[config.mk]
export PLATFORM = sky130hd
export DESIGN_NAME = smsu_ptrs
export DESIGN_NICKNAME = d
export VERILOG_FILES = /design/src/sv/smsu_pkg.sv /design/src/sv/smsu_ptrs.sv
export SDC_FILE = /design/constraint.sdc
export NUM_CORES = 1
export LEC_CHECK = 0
export ABC_AREA = 0
export BUFFER_PORTS_ARGS = -buffer_cell sky130_fd_sc_hd__buf_2
export CAP_MARGIN = 20
export CORE_UTILIZATION = 60
export CTS_BUF_LIST = sky130_fd_sc_hd__clkbuf_2 sky130_fd_sc_hd__clkbuf_4 sky130_fd_sc_hd__clkbuf_8
export DETAILED_ROUTE_END_ITERATION = 12
export GPL_TIMING_DRIVEN = 0
export HOLD_SLACK_MARGIN = 0.15
export PLACE_DENSITY = 0.8
export SLEW_MARGIN = 20
export SYNTH_ARGS = -nofsm -noshare
export SYNTH_HDL_FRONTEND = slang
export SYNTH_SLANG_ARGS = --single-unit
[constraint.sdc]
create_clock -name clk -period 1.9 [get_ports clk]
set_input_delay 0.095 -clock clk [delete_from_list [all_inputs] [get_ports clk]]
set_output_delay 0.095 -clock clk [all_outputs]
set_load 0.01 [all_outputs]
[src/sv/smsu_pkg.sv]
// ----------------------------------------------------------------------------
// smsu_pkg
// Sizes, codes and shared types of the shared-pool multi-stack unit.
// ----------------------------------------------------------------------------
package smsu_pkg;

	localparam int NUM_STACKS = 8;
	localparam int POOL_DEPTH = 256;
	localparam int DATA_WIDTH = 32;

	// field widths of the beat
	localparam int SID_W    = 3;
	localparam int DIN_W    = 32;
	localparam int STATUS_W = 2;

	// slot pointers carry one extra code for null
	localparam int IDX_W = $clog2(POOL_DEPTH);
	localparam int PTR_W = $clog2(POOL_DEPTH + 1);
	localparam logic [PTR_W-1:0] NULL_PTR = PTR_W'(POOL_DEPTH);

	typedef enum logic {
		OP_PUSH = 1'b0,
		OP_POP  = 1'b1
	} op_t;

	typedef enum logic [STATUS_W-1:0] {
		ST_OK        = 2'd0,
		ST_OVERFLOW  = 2'd1,
		ST_UNDERFLOW = 2'd2
	} status_t;

	// pointer update applied when a request completes
	typedef struct packed {
		logic             push_ok;
		logic             pop_ok;
		logic [SID_W-1:0] sid;
		logic [PTR_W-1:0] idx;
		logic [PTR_W-1:0] link_val;
	} ptr_upd_t;

	// pointer state seen by the controller
	typedef struct packed {
		logic [PTR_W-1:0] free_head;
		logic [PTR_W-1:0] fresh;
		logic [PTR_W-1:0] top_rd;
	} ptr_view_t;

endpackage

[src/sv/smsu_ptrs.sv]
// ----------------------------------------------------------------------------
// smsu_ptrs
// Stack top pointers, free-list head and the fill mark of the link memory.
// ----------------------------------------------------------------------------
module smsu_ptrs (
	input  logic                       clk,
	input  logic                       arst_n,
	input  logic [smsu_pkg::SID_W-1:0] lookup_sid,
	input  smsu_pkg::ptr_upd_t         upd,
	output smsu_pkg::ptr_view_t        view
);

	import smsu_pkg::*;

	logic [PTR_W-1:0] top_q [NUM_STACKS];
	logic [PTR_W-1:0] free_head_q;
	logic [PTR_W-1:0] fresh_q;
	logic             lookup_ok;

	// look up the addressed stack; stacks beyond the count read as empty
	assign lookup_ok = (int'(lookup_sid) < NUM_STACKS);

	always_comb begin
		view.free_head = free_head_q;
		view.fresh     = fresh_q;
		view.top_rd    = lookup_ok ? top_q[lookup_sid] : NULL_PTR;
	end

	// advance the pointers on a completed push or pop
	always_ff @(posedge clk or negedge arst_n) begin
		if (!arst_n) begin
			for (int i = 0; i < NUM_STACKS; i++) begin
				top_q[i] <= NULL_PTR;
			end
			free_head_q <= '0;
			fresh_q     <= '0;
		end else if (upd.push_ok) begin
			free_head_q     <= upd.link_val;
			top_q[upd.sid] <= upd.idx;
			if (upd.idx == fresh_q) begin
				fresh_q <= fresh_q + PTR_W'(1);
			end
		end else if (upd.pop_ok) begin
			top_q[upd.sid] <= upd.link_val;
			free_head_q     <= upd.idx;
		end
	end

endmodule

Word-level counts from Yosys, hierarchy flattened
Cells that the tools add are included.
Storage, ports and cells
  bits in registers: 90
  input port bits: 28
  output and inout bits: 27
Cells by class
  add/subtract/negate cells: 1
  order comparisons: 3
  equal/unequal tests: 1
  multiplexer cells: 11
  bitwise gates (word level): 2
  reductions and logical operators: 3
Operator list (count)
  72-bit bitwise mux: 2
  72-bit 2-to-1 mux: 2
  9-bit 2-to-1 mux: 5
  9-bit binary-select mux with 3-bit select: 1
  9-bit demux with 3-bit select: 1
  9-bit by 1-bit adder with 9-bit output (second input constant): 1
  9-bit == test: 1
  4-bit >= comparator (second input constant): 2
  3-bit NOT with 4-bit output: 2
  4-bit by 1-bit less-than comparator with 1-bit output (second input constant): 1
  2-bit AND reduction: 1
  2-bit nonzero test: 1
  1-bit logical AND: 1

Depth between registers and ports, before layout
  word-level depth: 8
  mapped depth: 7
  mapped depth without buffers: 5

Worst setup path after synthesis
Ideal clock, no wire load.
  kind: register to register
  start: register fresh_q[3]
  end: register fresh_q[1]
  setup time: 0.125 ns
  data arrival time: 1.479 ns
  required time: 1.775 ns
  path slack: 0.296 ns
  cell stages (with the launch flop): 5
  path through: dfrtp_1 xor2_1 nor4_2 nand3_2 mux2_2
Between the ends
  word-level cells in the longest chain between the ends: 2
RTL lines
  start: declaration: line smsu_ptrs.sv:17  | logic [PTR_W-1:0] fresh_q;
  start signal: assignment: line smsu_ptrs.sv:41  | fresh_q <= fresh_q + PTR_W'(1);
  9-bit == test: line smsu_ptrs.sv:40  | if (upd.idx == fresh_q) begin
  2-bit AND reduction (no source line)
Every way passes these cells.
A chain may end at the register's enable or synchronous reset.

==> impl_metrics.ini <==
[min_path]
holdCritPathClass = in -> reg
hold_path_startpoint = upd[19]
whs_path_depth = 5
holdPathEnd = top_q[44]

[timing]
max_slew_margin_pct = 38.2
worst_slew_pin_slew_ps = 901
finClkSkew_ps = 4.95
drv_slew = 0
rsz0062_at_grt = false
final_hold_viol_count = 0
period_needed_ps = 1850
period_share_pct = 97.3
setup_violations = 0
fmax_mhz = 541

[worst_setup_path]
reg2reg_depth = 5
r2r_end = fresh_q[8]
r2r_slack_ps = 130
start_kind = input port
crit_fanout = 10
crit_type = in -> out
worstPathRequired_ps = 1800
r2r_start = fresh_q[0]
critPathCaptureType = output port
arrival_ps = 1750

[layout]
nFillCells = 466
nets = 479
layout-drive-gt1-share_pct = 28.6
utilization_pct = 75.7
diodes = 0
area_delta_synth_final_pct = 19.1
final_area_sq_um = 4940

[synth]
synth_area_sq_um = 4150
yosys.area.top_type = dfrtp_1
synth_most_common_cell = dfrtp_1
synthCells = 368
ys_seq_area_share_pct = 54.5
netlist_top_cells_area = dfrtp_1 (49%), mux4_2 (9.8%), a21oi_1 (5.4%)
synth_nets = 397
synth_warnings = 0
synth_top_cells_by_count = dfrtp_1 (82), nor2_1 (50), a21oi_1 (45)
avgSynthCellArea_sq_um = 11.3
synth_top_area_share_pct = 49.4
ys_seq_elements = 90
synth_edf_count = 0
synthDistinctLibCells = 30
synthArstFlopShare_pct = 100
ys.flop_type = dfrtp_1

[cts]
h-tree-depth = 3
clk_pin_slew_ps = 90
clock_path_buffers = 2
cts-root-buf = clkbuf_8
numCtsBuffers = 9
insertion_delay_ps = 350
clock-sinks = 90
cts_tree = done

[floorplan]
rows = 29
die_area_sq_um = 7260
core-area_sq_um = 6530
die_h_microns = 85.2
ioPinCount = 55
die_w_microns = 85.2
initial_core_util_pct = 63.6

[outcome]
status = complete, no violations

[route]
vias = 3169
drc = 0
drt_iter0_drc = 184
drt_wl_total_microns = 9960
drt_first_pass_iters = 5
via_per_inst = 5.97
ant_nets = 0
wl_per_cell_microns = 18.7

[grt]
grt_max_degree = 53
grt_usage_pct = 30.2
grt_pass1_vias = 3230
grt_antenna_before_repair = 0
grt_first_pass_wirelength_microns = 16200
grt_overflow = 0

[placement]
dpl_cell_area_sq_um = 4530
gp_routability_congestion = 0.925
port_buffers = 51
hpwl_microns = 6780

[run]
maxCapViolations = 0

[pwr]
pwr_density_cell_nw_per_um2 = 973
max-vdd-ir-drop_mv = 0.580
cellLeakagePower_nw = 2.26
==> layout make-up <==
type                       instances  area, sq um  area share, %
sequential                        90         2260           45.7
timing repair buffer              71          475           9.62
multi-input combinational        256         1780           36.0
clock inverter                     5         80.1           1.62
buffer                            20          110           2.23
tap                               77         96.3           1.95
inverter                           2         7.51          0.152
clock buffer                      10          131           2.66
==> state kept, by name, indices dropped and copies added (netlist names) <==
| register | flops |
|---|---|
| top_q | 72 |
| fresh_q | 9 |
| free_head_q | 9 |
==> cells by family after synthesis <==
| family | after synthesis | synth area share [%] |
|---|---|---|
| and+or+nand+nor | 109 | 11.8 |
| buffers and inverters | 22 | 2.83 |
| DFF | 90 | 54.5 |
| muxes | 46 | 16.8 |
| AOI/OAI and AO/OA | 83 | 10.2 |
| xor gates and xnor gates | 17 | 3.59 |
| adders and majority gates | 1 | 0.301 |
==> power breakdown <==
group	internal, mW	total, mW	switching [mW]	leakage [nW]
Clock	0.746	1.40	0.652	0.102
Sequential	2.27	2.44	0.177	1.05
Combinational	0.478	0.968	0.490	1.10
==> metal layers <==
layer	GRT usage [%]	wire length, microns	vias up
met5	0	0	-
met4	12.8	313	0
met3	5.74	588	26
met2	50.6	4910	132
met1	38.9	4140	1570
li1	-	-	1441
==> cell usage in the layout, fill, tap and decap left out, drive strengths merged <==
cell type    synthesis  routed
nor3                 4       4
dfstp                8       8
nor2                53      53
nand2               40      40
o21ai               37      37
mux2i               18      18
clkinv               0       1
and2                 1       1
mux2                10      10
clkinvlp             0       2
buf                 16      68
mux4                18      18
dlygate4sd3          0      19
or2                  1       1
nor4                 2       2
or3                  2       2
bufinv               0       2
xor2                13      13
nand4                1       1
ha                   1       1
clkbuf               4      14
o21bai               1       1
a21oi               45      45
inv                  2       2
nand3                3       3
xnor2                4       4
nand2b               2       2
dfrtp               82      82
==> how the worst max path moves through the flow <==
stage,from,to,slack (ps),depth (start not counted)
final,lookup_sid[1],view[7],50,5
after global routing,lookup_sid[1],view[7],20,5
after CTS,fresh_q[3],fresh_q[8],40,5
after detailed placement,fresh_q[3],fresh_q[8],50,5
after global placement,arst_n,top_q[46],-20,1
after floorplan,fresh_q[3],fresh_q[1],300,4
==> critical path, stage by stage <==
cell and delay, ps:
clkbuf_1 430, buf_2 390, mux4_2 390, mux2_2 300
buf_2 140
==> stage by stage <==
step | hold slack, ps | worst slack, ps | TNS, ps | power (mW) | instances
after global placement | 320 | -24.6 | -1800 | 3.32 | 496
after global routing | 240 | 20.5 | 0 | 5.03 | 531
after floorplan | -201 | 296 | 0 | 3.04 | 368
after CTS | 199 | 39.7 | 0 | 4.82 | 531
after detailed placement | 115 | 54.6 | 0 | 3.40 | 497
final | 204 | 51.4 | 0 | 4.81 | 531
==> repair_timing <==
action                                 in CTS  in global routing
setup endpoints to repair                   0                  4
hold buffers                               19                  0
endpoints found under the hold margin      47                  0
setup buffers                               0                  0
gates resized for setup                     0                  1
Note: power is estimated with default switching activity, not from simulation.
